### src/sv/csort_pkg.sv
// Shared types, constants and codes for the counting sort engine.
package csort_pkg;

  localparam int NUM_BUCKETS_DEF = 128;
  localparam int MAX_ITEMS_DEF   = 65535;

  localparam int KEY_W    = 7;
  localparam int VALUE_W  = 7;
  localparam int STATUS_W = 2;
  localparam int COUNT_W  = 16;

  localparam logic [COUNT_W-1:0] COUNT_MAX = {COUNT_W{1'b1}};

  localparam logic OP_INSERT = 1'b0;
  localparam logic OP_TAKE   = 1'b1;

  localparam logic [STATUS_W-1:0] STAT_DONE  = 2'd0;
  localparam logic [STATUS_W-1:0] STAT_EMPTY = 2'd1;
  localparam logic [STATUS_W-1:0] STAT_DROP  = 2'd2;

  localparam logic ALU_INC = 1'b0;
  localparam logic ALU_DEC = 1'b1;

  typedef struct packed {
    logic [VALUE_W-1:0]  value;
    logic [STATUS_W-1:0] status;
    logic                last;
  } result_t;

endpackage

### src/sv/csort_alu.sv
// Shared count unit: increment or decrement of one bucket count with limit flags.
module csort_alu (
  input  logic                          op,
  input  logic [csort_pkg::COUNT_W-1:0] cnt_in,
  output logic [csort_pkg::COUNT_W-1:0] cnt_out,
  output logic                          at_max,
  output logic                          is_zero
);
  import csort_pkg::*;

  always_comb begin
    at_max  = (cnt_in == COUNT_MAX);
    is_zero = (cnt_in == '0);
    if (op == ALU_INC) begin
      cnt_out = cnt_in + COUNT_W'(1);
    end else begin
      cnt_out = cnt_in - COUNT_W'(1);
    end
  end

endmodule

### src/sv/csort_ram.sv
// Bucket count memory: one write port, one registered read port.
module csort_ram #(
  parameter int NUM_BUCKETS = csort_pkg::NUM_BUCKETS_DEF,
  parameter int PTR_W       = $clog2(NUM_BUCKETS)
) (
  input  logic                          clk,
  input  logic                          we,
  input  logic [PTR_W-1:0]              waddr,
  input  logic [csort_pkg::COUNT_W-1:0] wdata,
  input  logic [PTR_W-1:0]              raddr,
  output logic [csort_pkg::COUNT_W-1:0] rdata
);
  import csort_pkg::*;

  logic [COUNT_W-1:0] mem [NUM_BUCKETS];

  always_ff @(posedge clk) begin
    if (we) begin
      mem[waddr] <= wdata;
    end
    rdata <= mem[raddr];
  end

endmodule

### src/sv/csort_ctrl.sv
// Sequencer: clearing pass, insert read-modify-write, take walk over buckets.
module csort_ctrl #(
  parameter int NUM_BUCKETS = csort_pkg::NUM_BUCKETS_DEF,
  parameter int MAX_ITEMS   = csort_pkg::MAX_ITEMS_DEF,
  parameter int PTR_W       = $clog2(NUM_BUCKETS),
  parameter int ITEM_W      = $clog2(MAX_ITEMS + 1)
) (
  input  logic                          clk,
  input  logic                          rst,
  input  logic                          in_valid,
  output logic                          in_ready,
  input  logic                          in_op,
  input  logic [csort_pkg::KEY_W-1:0]   in_key,
  input  logic                          out_free,
  output logic                          res_valid,
  output csort_pkg::result_t            res,
  output logic                          mem_we,
  output logic [PTR_W-1:0]              mem_waddr,
  output logic [csort_pkg::COUNT_W-1:0] mem_wdata,
  output logic [PTR_W-1:0]              mem_raddr,
  input  logic [csort_pkg::COUNT_W-1:0] mem_rdata
);
  import csort_pkg::*;

  localparam logic [2:0] ST_CLEAR = 3'd0;
  localparam logic [2:0] ST_IDLE  = 3'd1;
  localparam logic [2:0] ST_INS   = 3'd2;
  localparam logic [2:0] ST_TAKE  = 3'd3;
  localparam logic [2:0] ST_RESP  = 3'd4;

  localparam logic [PTR_W-1:0]  LAST_BUCKET = PTR_W'(NUM_BUCKETS - 1);
  localparam logic [ITEM_W-1:0] ITEMS_FULL  = ITEM_W'(MAX_ITEMS);

  logic [2:0]         state;
  logic [PTR_W-1:0]   clr_addr;
  logic [PTR_W-1:0]   ptr;
  logic [PTR_W-1:0]   walk;
  logic [PTR_W-1:0]   ins_key;
  logic [ITEM_W-1:0]  items;
  logic [PTR_W-1:0]   k_sat;
  logic               alu_op;
  logic [COUNT_W-1:0] cnt_out;
  logic               at_max;
  logic               is_zero;

  csort_alu u_alu (
    .op      (alu_op),
    .cnt_in  (mem_rdata),
    .cnt_out (cnt_out),
    .at_max  (at_max),
    .is_zero (is_zero)
  );

  assign in_ready  = (state == ST_IDLE);
  assign res_valid = (state == ST_RESP) && out_free;
  assign alu_op    = (state == ST_INS) ? ALU_INC : ALU_DEC;

  always_comb begin
    if (int'(in_key) >= NUM_BUCKETS) begin
      k_sat = LAST_BUCKET;
    end else begin
      k_sat = PTR_W'(in_key);
    end
  end

  always_comb begin
    mem_we    = 1'b0;
    mem_waddr = walk;
    mem_wdata = cnt_out;
    case (state)
      ST_CLEAR: begin
        mem_we    = 1'b1;
        mem_waddr = clr_addr;
        mem_wdata = '0;
      end
      ST_INS: begin
        mem_we    = !at_max;
        mem_waddr = ins_key;
      end
      ST_TAKE: begin
        mem_we    = !is_zero;
      end
      default: begin
        mem_we    = 1'b0;
      end
    endcase
    case (state)
      ST_IDLE:  mem_raddr = (in_op == OP_TAKE) ? ptr : k_sat;
      ST_TAKE:  mem_raddr = walk + PTR_W'(1);
      default:  mem_raddr = ptr;
    endcase
  end

  always_ff @(posedge clk) begin
    if (rst) begin
      state    <= ST_CLEAR;
      clr_addr <= '0;
      ptr      <= '0;
      items    <= '0;
    end else begin
      case (state)
        ST_CLEAR: begin
          clr_addr <= clr_addr + PTR_W'(1);
          if (clr_addr == LAST_BUCKET) begin
            state <= ST_IDLE;
          end
        end
        ST_IDLE: begin
          if (in_valid) begin
            if (in_op == OP_INSERT) begin
              if (items == ITEMS_FULL) begin
                res   <= '{value: '0, status: STAT_DROP, last: 1'b0};
                state <= ST_RESP;
              end else begin
                ins_key <= k_sat;
                state   <= ST_INS;
              end
            end else begin
              if (items == '0) begin
                res   <= '{value: '0, status: STAT_EMPTY, last: 1'b0};
                state <= ST_RESP;
              end else begin
                walk  <= ptr;
                state <= ST_TAKE;
              end
            end
          end
        end
        ST_INS: begin
          if (at_max) begin
            res <= '{value: '0, status: STAT_DROP, last: 1'b0};
          end else begin
            items <= items + ITEM_W'(1);
            if (ins_key < ptr) begin
              ptr <= ins_key;
            end
            res <= '{value: '0, status: STAT_DONE, last: 1'b0};
          end
          state <= ST_RESP;
        end
        ST_TAKE: begin
          if (is_zero) begin
            if (walk == LAST_BUCKET) begin
              res   <= '{value: '0, status: STAT_EMPTY, last: 1'b0};
              state <= ST_RESP;
            end else begin
              walk <= walk + PTR_W'(1);
            end
          end else begin
            ptr   <= walk;
            items <= items - ITEM_W'(1);
            res   <= '{value: VALUE_W'(walk), status: STAT_DONE,
                       last: (items == ITEM_W'(1))};
            state <= ST_RESP;
          end
        end
        ST_RESP: begin
          if (out_free) begin
            state <= ST_IDLE;
          end
        end
        default: begin
          state <= ST_IDLE;
        end
      endcase
    end
  end

`ifndef ASSERT_OFF
  a_items_bound: assert property (@(posedge clk) disable iff (rst)
    items <= ITEMS_FULL)
    else $error("item count above capacity");

  a_clear_blocks: assert property (@(posedge clk) disable iff (rst)
    (state == ST_CLEAR) |-> !in_ready && !res_valid)
    else $error("beat taken during clearing pass");

  a_last_done: assert property (@(posedge clk) disable iff (rst)
    (res_valid && res.last) |-> (res.status == STAT_DONE) && (items == '0))
    else $error("last flag without emptied store");

  a_take_nonempty: assert property (@(posedge clk) disable iff (rst)
    (state == ST_TAKE) |-> (items != '0))
    else $error("walk started on empty store");
`endif

endmodule

### src/sv/counting_sort_engine_core.sv
// Top level of the counting sort engine: sequencer, count memory, output register.
//
//  channel   dir  tdata (low bit up)      tuser (low bit up)   tlast
//  s_axis    in   key[6:0], pad[7]        operation[0]         -
//  m_axis    out  value[6:0], pad[7]      status[1:0]          last
//
//  After reset a clearing pass writes zero to all NUM_BUCKETS counts; s_axis_tready is low.
//  Insert: ST_INS increments and writes back the count, then ST_RESP loads the output register.
//  Take: ST_TAKE walks from the scan pointer over empty buckets, then ST_RESP loads the output register.
//  Take on empty store or insert when full: straight to ST_RESP; every case then returns to ST_IDLE.
//  One item at a time; a stalled m_axis holds the result and the next beat waits.
module counting_sort_engine_core #(
  parameter int NUM_BUCKETS = csort_pkg::NUM_BUCKETS_DEF,
  parameter int MAX_ITEMS   = csort_pkg::MAX_ITEMS_DEF
) (
  input  logic       clk,
  input  logic       rst,
  input  logic       s_axis_tvalid,
  output logic       s_axis_tready,
  input  logic [7:0] s_axis_tdata,   // key[6:0], zero pad
  input  logic [0:0] s_axis_tuser,   // operation
  output logic       m_axis_tvalid,
  input  logic       m_axis_tready,
  output logic [7:0] m_axis_tdata,   // value[6:0], zero pad
  output logic [1:0] m_axis_tuser,   // status
  output logic       m_axis_tlast    // last
);
  import csort_pkg::*;

  localparam int PTR_W  = $clog2(NUM_BUCKETS);
  localparam int ITEM_W = $clog2(MAX_ITEMS + 1);

  logic               out_free;
  logic               res_valid;
  result_t            res;
  result_t            out_reg;
  logic               mem_we;
  logic [PTR_W-1:0]   mem_waddr;
  logic [COUNT_W-1:0] mem_wdata;
  logic [PTR_W-1:0]   mem_raddr;
  logic [COUNT_W-1:0] mem_rdata;

  assign out_free = !m_axis_tvalid || m_axis_tready;

  csort_ctrl #(
    .NUM_BUCKETS (NUM_BUCKETS),
    .MAX_ITEMS   (MAX_ITEMS),
    .PTR_W       (PTR_W),
    .ITEM_W      (ITEM_W)
  ) u_ctrl (
    .clk       (clk),
    .rst       (rst),
    .in_valid  (s_axis_tvalid),
    .in_ready  (s_axis_tready),
    .in_op     (s_axis_tuser[0]),
    .in_key    (s_axis_tdata[KEY_W-1:0]),
    .out_free  (out_free),
    .res_valid (res_valid),
    .res       (res),
    .mem_we    (mem_we),
    .mem_waddr (mem_waddr),
    .mem_wdata (mem_wdata),
    .mem_raddr (mem_raddr),
    .mem_rdata (mem_rdata)
  );

  csort_ram #(
    .NUM_BUCKETS (NUM_BUCKETS),
    .PTR_W       (PTR_W)
  ) u_ram (
    .clk   (clk),
    .we    (mem_we),
    .waddr (mem_waddr),
    .wdata (mem_wdata),
    .raddr (mem_raddr),
    .rdata (mem_rdata)
  );

  always_ff @(posedge clk) begin
    if (rst) begin
      m_axis_tvalid <= 1'b0;
    end else if (res_valid) begin
      m_axis_tvalid <= 1'b1;
    end else if (m_axis_tready) begin
      m_axis_tvalid <= 1'b0;
    end
  end

  always_ff @(posedge clk) begin
    if (res_valid) begin
      out_reg <= res;
    end
  end

  assign m_axis_tdata = {1'b0, out_reg.value};
  assign m_axis_tuser = out_reg.status;
  assign m_axis_tlast = out_reg.last;

`ifndef ASSERT_OFF
  a_slot_free: assert property (@(posedge clk) disable iff (rst)
    res_valid |-> (!m_axis_tvalid || m_axis_tready))
    else $error("result overwrote pending beat");

  a_zero_value: assert property (@(posedge clk) disable iff (rst)
    (m_axis_tvalid && (m_axis_tuser != STAT_DONE)) |-> (m_axis_tdata == '0) && !m_axis_tlast)
    else $error("nonzero value on failed beat");

  a_busy_no_accept: assert property (@(posedge clk) disable iff (rst)
    (s_axis_tvalid && s_axis_tready) |=> !s_axis_tready)
    else $error("second beat accepted while busy");
`endif

endmodule
### config.mk
export PLATFORM = sky130hd
export DESIGN_NAME = counting_sort_engine_core
export DESIGN_NICKNAME = d
export VERILOG_FILES = /design/src/sv/csort_pkg.sv /design/src/sv/csort_alu.sv /design/src/sv/csort_ram.sv /design/src/sv/csort_ctrl.sv /design/src/sv/counting_sort_engine_core.sv
export SDC_FILE = /design/constraint.sdc
export NUM_CORES = 2
export LEC_CHECK = 0
export ABC_AREA = 1
export BUFFER_PORTS_ARGS = -buffer_cell sky130_fd_sc_hd__buf_4
export CAP_MARGIN = 20
export CORE_UTILIZATION = 32
export CTS_BUF_LIST = sky130_fd_sc_hd__clkbuf_8
export CTS_CLUSTER_SIZE = 40
export DETAILED_ROUTE_END_ITERATION = 6
export GPL_TIMING_DRIVEN = 0
export PLACE_DENSITY_LB_ADDON = 0.15
export SYNTH_ARGS = -nofsm -noshare
export SYNTH_HDL_FRONTEND = slang
export SYNTH_SLANG_ARGS = --single-unit
### constraint.sdc
create_clock -name clk -period 17.77 [get_ports clk]
set_clock_uncertainty 0.15 [all_clocks]
set_input_delay 4.4425 -clock clk [delete_from_list [all_inputs] [get_ports clk]]
set_output_delay 4.4425 -clock clk [all_outputs]
set_load 0.1 [all_outputs]
# Word-level counts from Yosys, hierarchy flattened
# Memories as Yosys holds them, arrays and structs flattened. A register that Yosys moved wholly into a read port is not among the register bits.
# Index checks and enable logic that the tools add are counted.
[totals]
register_bits = 68
latchBits = 0
ram_bits = 2048
rom_bits = 0
input_bits = 13
out_inout_bits = 13
elab_cells = 104
mem_count = 1
[memory_table]
columns = ["memory", "depth", "word_bits", "rd", "rd_ports_with_merged_regs", "wr", "line", "rtl"]
rows = [
  ["u_ram.mem", 128, 16, 1, 1, 1, "csort_ram.sv:15", "logic [COUNT_W-1:0] mem [NUM_BUCKETS];"],
]
[op_classes]
add_sub_neg = 6
multipliers = 0
div = 0
n_lt_le_gt_ge = 1
eq_ne = 22
shift = 0
muxes = 40
n_bitwise = 3
reduce_logical = 18
[op_table]
columns = ["cell", "n"]
rows = [
  ["two-way mux 16 bit", 4],
  ["two-way mux 7 bit", 9],
  ["two-way mux 10 bit", 6],
  ["case mux 7 bit (2 select lines)", 4],
  ["adder 16 x 1 -> 16 bit (second input constant)", 2],
  ["== test 16 bit (second input constant)", 2],
  ["logical NOT 16 bit", 2],
  ["case mux 16 bit (2 select lines)", 1],
  ["subtractor 16 x 1 -> 16 bit (second input constant)", 2],
  ["case mux 10 bit (3 select lines)", 1],
  ["two-way mux 3 bit", 9],
  ["== test 16 x 1 -> 1 bit (second input constant)", 1],
  ["case mux 3 bit (5 select lines)", 1],
  ["adder 7 x 1 -> 7 bit (second input constant)", 2],
  ["== test 7 bit (second input constant)", 2],
  ["!= test 2 bit (second input constant)", 6],
  ["!= test 2 x 1 -> 1 bit (second input constant)", 4],
  ["AND reduction 4 bit", 2],
  ["< comparator 7 bit", 1],
  ["AND reduction 7 bit", 1],
  ["== test 3 x 2 -> 1 bit (second input constant)", 2],
  ["AND reduction 6 bit", 1],
  ["nonzero test 2 bit", 3],
  ["AND reduction 5 bit", 1],
  ["14 further kinds", 21],
]

# Longest topological paths before layout
[logic_depth]
ltp_word = 5
mapped_depth = 18
mapped_depth_nobuf = 17

# Cells and area by module
# Synthesis repeated with hierarchy kept, for this count alone.
[hier_totals]
cells_unflattened = 7527
hier_area_um2 = 87863.0
[by_module_without_submodules]
columns = ["mod", "n_inst", "cells_each", "area_each_um2", "seq_area_each_um2"]
rows = [
  ["csort_ram", 1, 6793, 82828.2, 61819.3],
  ["csort_ctrl", 1, 525, 3681.0, 1381.3],
  ["csort_alu", 1, 192, 999.7, 0.0],
  ["counting_sort_engine_core", 1, 17, 354.1, 320.3],
]

# Worst setup path after synthesis
# Ideal clock, no wire load.
[synth_path]
path_kind = "register -> register"
start = "reg u_ctrl.state[1]"
end = "mem u_ram.mem[0][4], data pin"
arrival_time_ns = 6.738
required_time_ns = 16.468
slack_ns = 9.730
path_stages_with_launch = 12
n_path_buf = 0
period_less_slack_ns = 8.040
path_cell_list = "dfxtp_1 -> inv_1 -> nor2_1 -> inv_1 -> nor2_2 -> inv_1 -> fa_1 -> nand2_1 -> nor2_1 -> nor2_1 -> nor2_1 -> nor3_1"
[synth_via]
elab_chain_len = 3
[synth_rtl]
columns = ["element", "line", "rtl"]
rows = [
  ["start, declared", "csort_ctrl.sv:34", "logic [2:0] state;"],
  ["start signal, assigned", "csort_ctrl.sv:96", "state <= ST_CLEAR;"],
  ["start signal, assigned", "csort_ctrl.sv:105", "state <= ST_IDLE;"],
  ["start signal, assigned", "csort_ctrl.sv:113", "state <= ST_RESP;"],
  ["== test 3 x 2 -> 1 bit", "csort_ctrl.sv:56", "assign alu_op = (state == ST_INS) ? ALU_INC : ALU_DEC;"],
  ["two-way mux 16 bit", "csort_alu.sv:14", "if (op == ALU_INC) begin"],
  ["two-way mux 16 bit (*)", "csort_ctrl.sv:70", "case (state)"],
  ["via mem_wdata[4]", "counting_sort_engine_core.sv:39", "logic [COUNT_W-1:0] mem_wdata;"],
  ["end, declared", "csort_ram.sv:15", ""],
]
# Mark *: on every way through the listed nets, which the timed path passes. The rest lies on a longest branch.

# Worst setup path in the final report
[layout_path]
start = "in s_axis_tuser"
end = "reg u_ram.rdata[3] in the netlist's numbering, read port of u_ram.mem"
[layout_via]
elab_chain_len = 2
[layout_rtl]
columns = ["element", "line", "rtl"]
rows = [
  ["start, declared", "counting_sort_engine_core.sv:21", "input logic [0:0] s_axis_tuser,"],
  ["two-way mux 7 bit", "csort_ctrl.sv:88", "ST_IDLE: mem_raddr = (in_op == OP_TAKE) ? ptr : k_sat;"],
  ["case mux 7 bit (2 select lines)", "csort_ctrl.sv:87", "case (state)"],
  ["end, declared", "csort_ram.sv:11", "output logic [csort_pkg::COUNT_W-1:0] rdata"],
]
# No other way between the ends.
# A chain may end at the register's enable or synchronous reset.

==> impl_metrics.yaml <==
final_layout:
  syn_to_final_growth_pct: 17.5
  final_cell_mix: "nand3_1, edfxtp_1, nand2_1, clkbuf_8, inv_1"
  fin_util_pct: 37.9
  layout_commonest_cell: "nand3_1"
  nFillCells: 27200
  nNetsFinal: 8275
  final_cells: 12200
  finish.instance_area_mm2: 0.105
  post_route_cells_drive_above_1_share_pct: 13.0
worst_setup_path:
  cp.arrival_ns: 9.14
  regToRegStartpoint: "u_ctrl.state[1]$_SDFFE_PP0P_"
  ff2ff_setup_slack_ns: 12.13
  slowest_stage: "clkbuf_1"
  crit_required_ns: 18.47
  cp-startpoint: "s_axis_tuser"
  rr_endpoint: "u_ram.mem[24][12]$_DFFE_PP_"
  crit_family: "simple AND/OR/NAND/NOR gates"
  cp.depth: 14
  reg2reg_depth: 18
  crit_fanout: 11
  cpMostUsedCell: "nand3_1"
  max_stage_delay_ns: 0.92
  crit_chain: "buf_4 -> inv_1 -> buf_2 -> nand4_1 -> nand3_1 -> buf_2 -> clkbuf_1 -> nand3_1 -> nand3_1 -> nand3_1 -> nand3_1 -> nand3_1 -> nand3_1 -> nand2_1"
  crit_end: "u_ram.rdata[3]$_DFF_P_"
  cp-end-kind: "flip-flop"
  path_class: "primary input to flip-flop"
  start_kind: "primary input"
  worst-path-buf-inv: 5
routing:
  wl_per_cell_um: 32.2
  drc: 1
  ant_nets: 0
  drt_first_iter_violations: 9833
  drt-total-wl_um: 394000
  dr.pass1.iters: 7
  vias: 68900
  routed_via_density: 5.63
floorplanning:
  boundaryPins: 26
  rows: 193
  dieHeight_um: 530
  die_area_mm2: 0.281
  chipWidth_um: 530
  core_mm2: 0.277
  start_util_pct: 32.2
cts:
  numCtsBuffers: 376
  clock_latency_ns: 1.03
  postCtsHoldBufs: 0
  post_cts_buffers: 0
  htreeDepth: 5
  cts.clk_slew.worst_paths_ns: 0.06
  cts-resized-gates: 0
  cts_tree: "done"
  root_buffer: "clkbuf_8"
  cts_buffer_depth: 4
  cts.sinks: 2132
synth:
  yosys_warnings: 0
  netlist_area_mm2: 0.0892
  synth_seq_cells: 2132
  synth-edff-count: 2082
  synthTopCellsByArea: "edfxtp_1, nand3_1, nand2_1"
  synth_top_cell_area_share_pct: 70.1
  avgSynthCellArea_um2: 11.7
  syn_nets: 7672
  synth_ff_type: "edfxtp_1"
  synthArstFlopShare_pct: 0
  yosysSeqAreaShare_pct: 71.2
  yosysTopAreaCell: "edfxtp_1"
  synth_cell_types: 44
  netlist_instances: 7631
grt:
  overflow: 0
  grt_max_degree: 48
  antenna_found_initial: 22
  first_global_vias: 64600
  grt_pass1_wl_um: 532000
  grtUsageTotal_pct: 27.4
sta:
  worstMarginPinSlew_ns: 1.30
  whs_ns: 0.266
  slew_headroom_pct: 13.3
  hold_viol: 0
  final.setup.worst_slack_ns: 9.33
  slew_viol_final: 0
  rsz0062_at_grt: "no"
  finalCritPeriodShare_pct: 47.5
  min_period_ns: 8.44
  timing.fmax_mhz: 119
  setup_viol: 0
pwr:
  pwr_density_cell_mw_per_mm2: 131
  p_leak_nw: 37.0
  ir_worst_vdd_mv: 0.0642
place:
  gp_congestion: 1.05
  io_buffer_count: 22
  dp_slack_ns: 8.47
  dp_hpwl_um: 279000
  placed_cell_area_mm2: 0.0982
  dp_cells: 11600
hold_path:
  hp-class: "flip-flop to flip-flop"
  hold_path_startpoint: "u_ctrl.res[5]$_DFFE_PP_"
outcome:
  violations: "DRC"
  status: "complete, but fails checks"
flow_run:
  drv_cap: 0
## Yosys cell counts (2+ instances only)
cell type / count
a31o_2: 2
dfxtp_1: 50
nand2_2: 3
a21oi_1: 61
nor3_1: 16
nand4_1: 21
edfxtp_1: 2082
o21ai_0: 59
xor2_1: 5
a21boi_0: 2
o32ai_1: 2
nor4_1: 5
a211oi_1: 2
nand3_1: 2938
o31ai_1: 4
buf_4: 33
nand3b_1: 58
o211ai_1: 8
buf_2: 254
a22o_1: 2
nor2_1: 213
o22ai_1: 2
a31oi_1: 9
ha_1: 27
xnor2_1: 3
nand2_1: 1279
o2111ai_1: 2
a21o_1: 2
clkbuf_1: 245
nor2_2: 3
inv_1: 181
buf_1: 46
## cells by family (layout without fill, tap and decap cells)
kind of cell / count (synthesis) / after routing / synth area share (%)
AOI/OAI and AO/OA: 161 / 161 / 1.03
and+or+nand+nor: 4540 / 4540 / 23.6
buffers and inverters: 761 / 1640 / 3.70
other: 1 / 13 / 0.00420
adders and majority gates: 28 / 28 / 0.401
xor gates and xnor gates: 8 / 8 / 0.0785
DFF: 2132 / 2132 / 71.2
## per-stage QoR
| stage | power (mW) | setup TNS (ns) |
|---|---|---|
| final | 13.7 | 0 |
| after global routing | 14.1 | 0 |
| after CTS | 13.6 | 0 |
| after detailed placement | 9.49 | 0 |
| after global placement | 9.37 | -302.05 |
| after floorplan | 7.67 | 0 |
## cell type report
type                       instances  area, um2  area share [%]
inverter                         182        683           0.651
tap                             3705       4640            4.42
clock inverter                   273       1290            1.23
antenna                           12       30.0          0.0286
clock buffer                     381       5240            5.00
sequential                      2132      63500            60.6
multi-input combinational       4738      23000            21.9
buffer                           579       2630            2.51
timing repair buffer             225       3820            3.65
## flip-flops by register name, indices dropped and copies added (netlist names)
| register | flops |
|---|---|
| u_ram.mem | 2048 |
| u_ctrl.items | 16 |
| u_ram.rdata | 16 |
| u_ctrl.res | 10 |
| m_axis_tdata | 7 |
| u_ctrl.clr_addr | 7 |
| u_ctrl.ins_key | 7 |
| u_ctrl.ptr | 7 |
| u_ctrl.walk | 7 |
| u_ctrl.state | 3 |
| m_axis_tuser | 2 |
| m_axis_tlast | 1 |
| m_axis_tvalid | 1 |
## per-layer routing
layer,up-vias,GRT usage (%),wire length [um]
met5,-,0,0
met4,0,11.3,18200
met3,753,5.99,39200
met2,3983,43.1,178000
li1,29100,-,-
met1,35000,36.7,158000
## where the power goes
part           switching [mW]  internal (mW)  leakage [nW]
logic                    2.74          0.795          13.5
registers              0.0480           5.93          19.7
clock network            2.14           2.06          3.78
total                    4.93           8.78          37.0
## worst min-delay path by stage
stage               slack [ns]  cells after the start                        end
floorplan                 0.25                      0  m_axis_tdata[0]$_DFFE_PP_
global placement          0.25                      0  m_axis_tdata[3]$_DFFE_PP_
detailed placement        0.25                      0  m_axis_tdata[1]$_DFFE_PP_
CTS                       0.27                      0  m_axis_tdata[5]$_DFFE_PP_
global route              0.28                      0  m_axis_tdata[1]$_DFFE_PP_
finish                    0.27                      0  m_axis_tdata[2]$_DFFE_PP_
No activity file was read; power rests on OpenSTA's default activity.
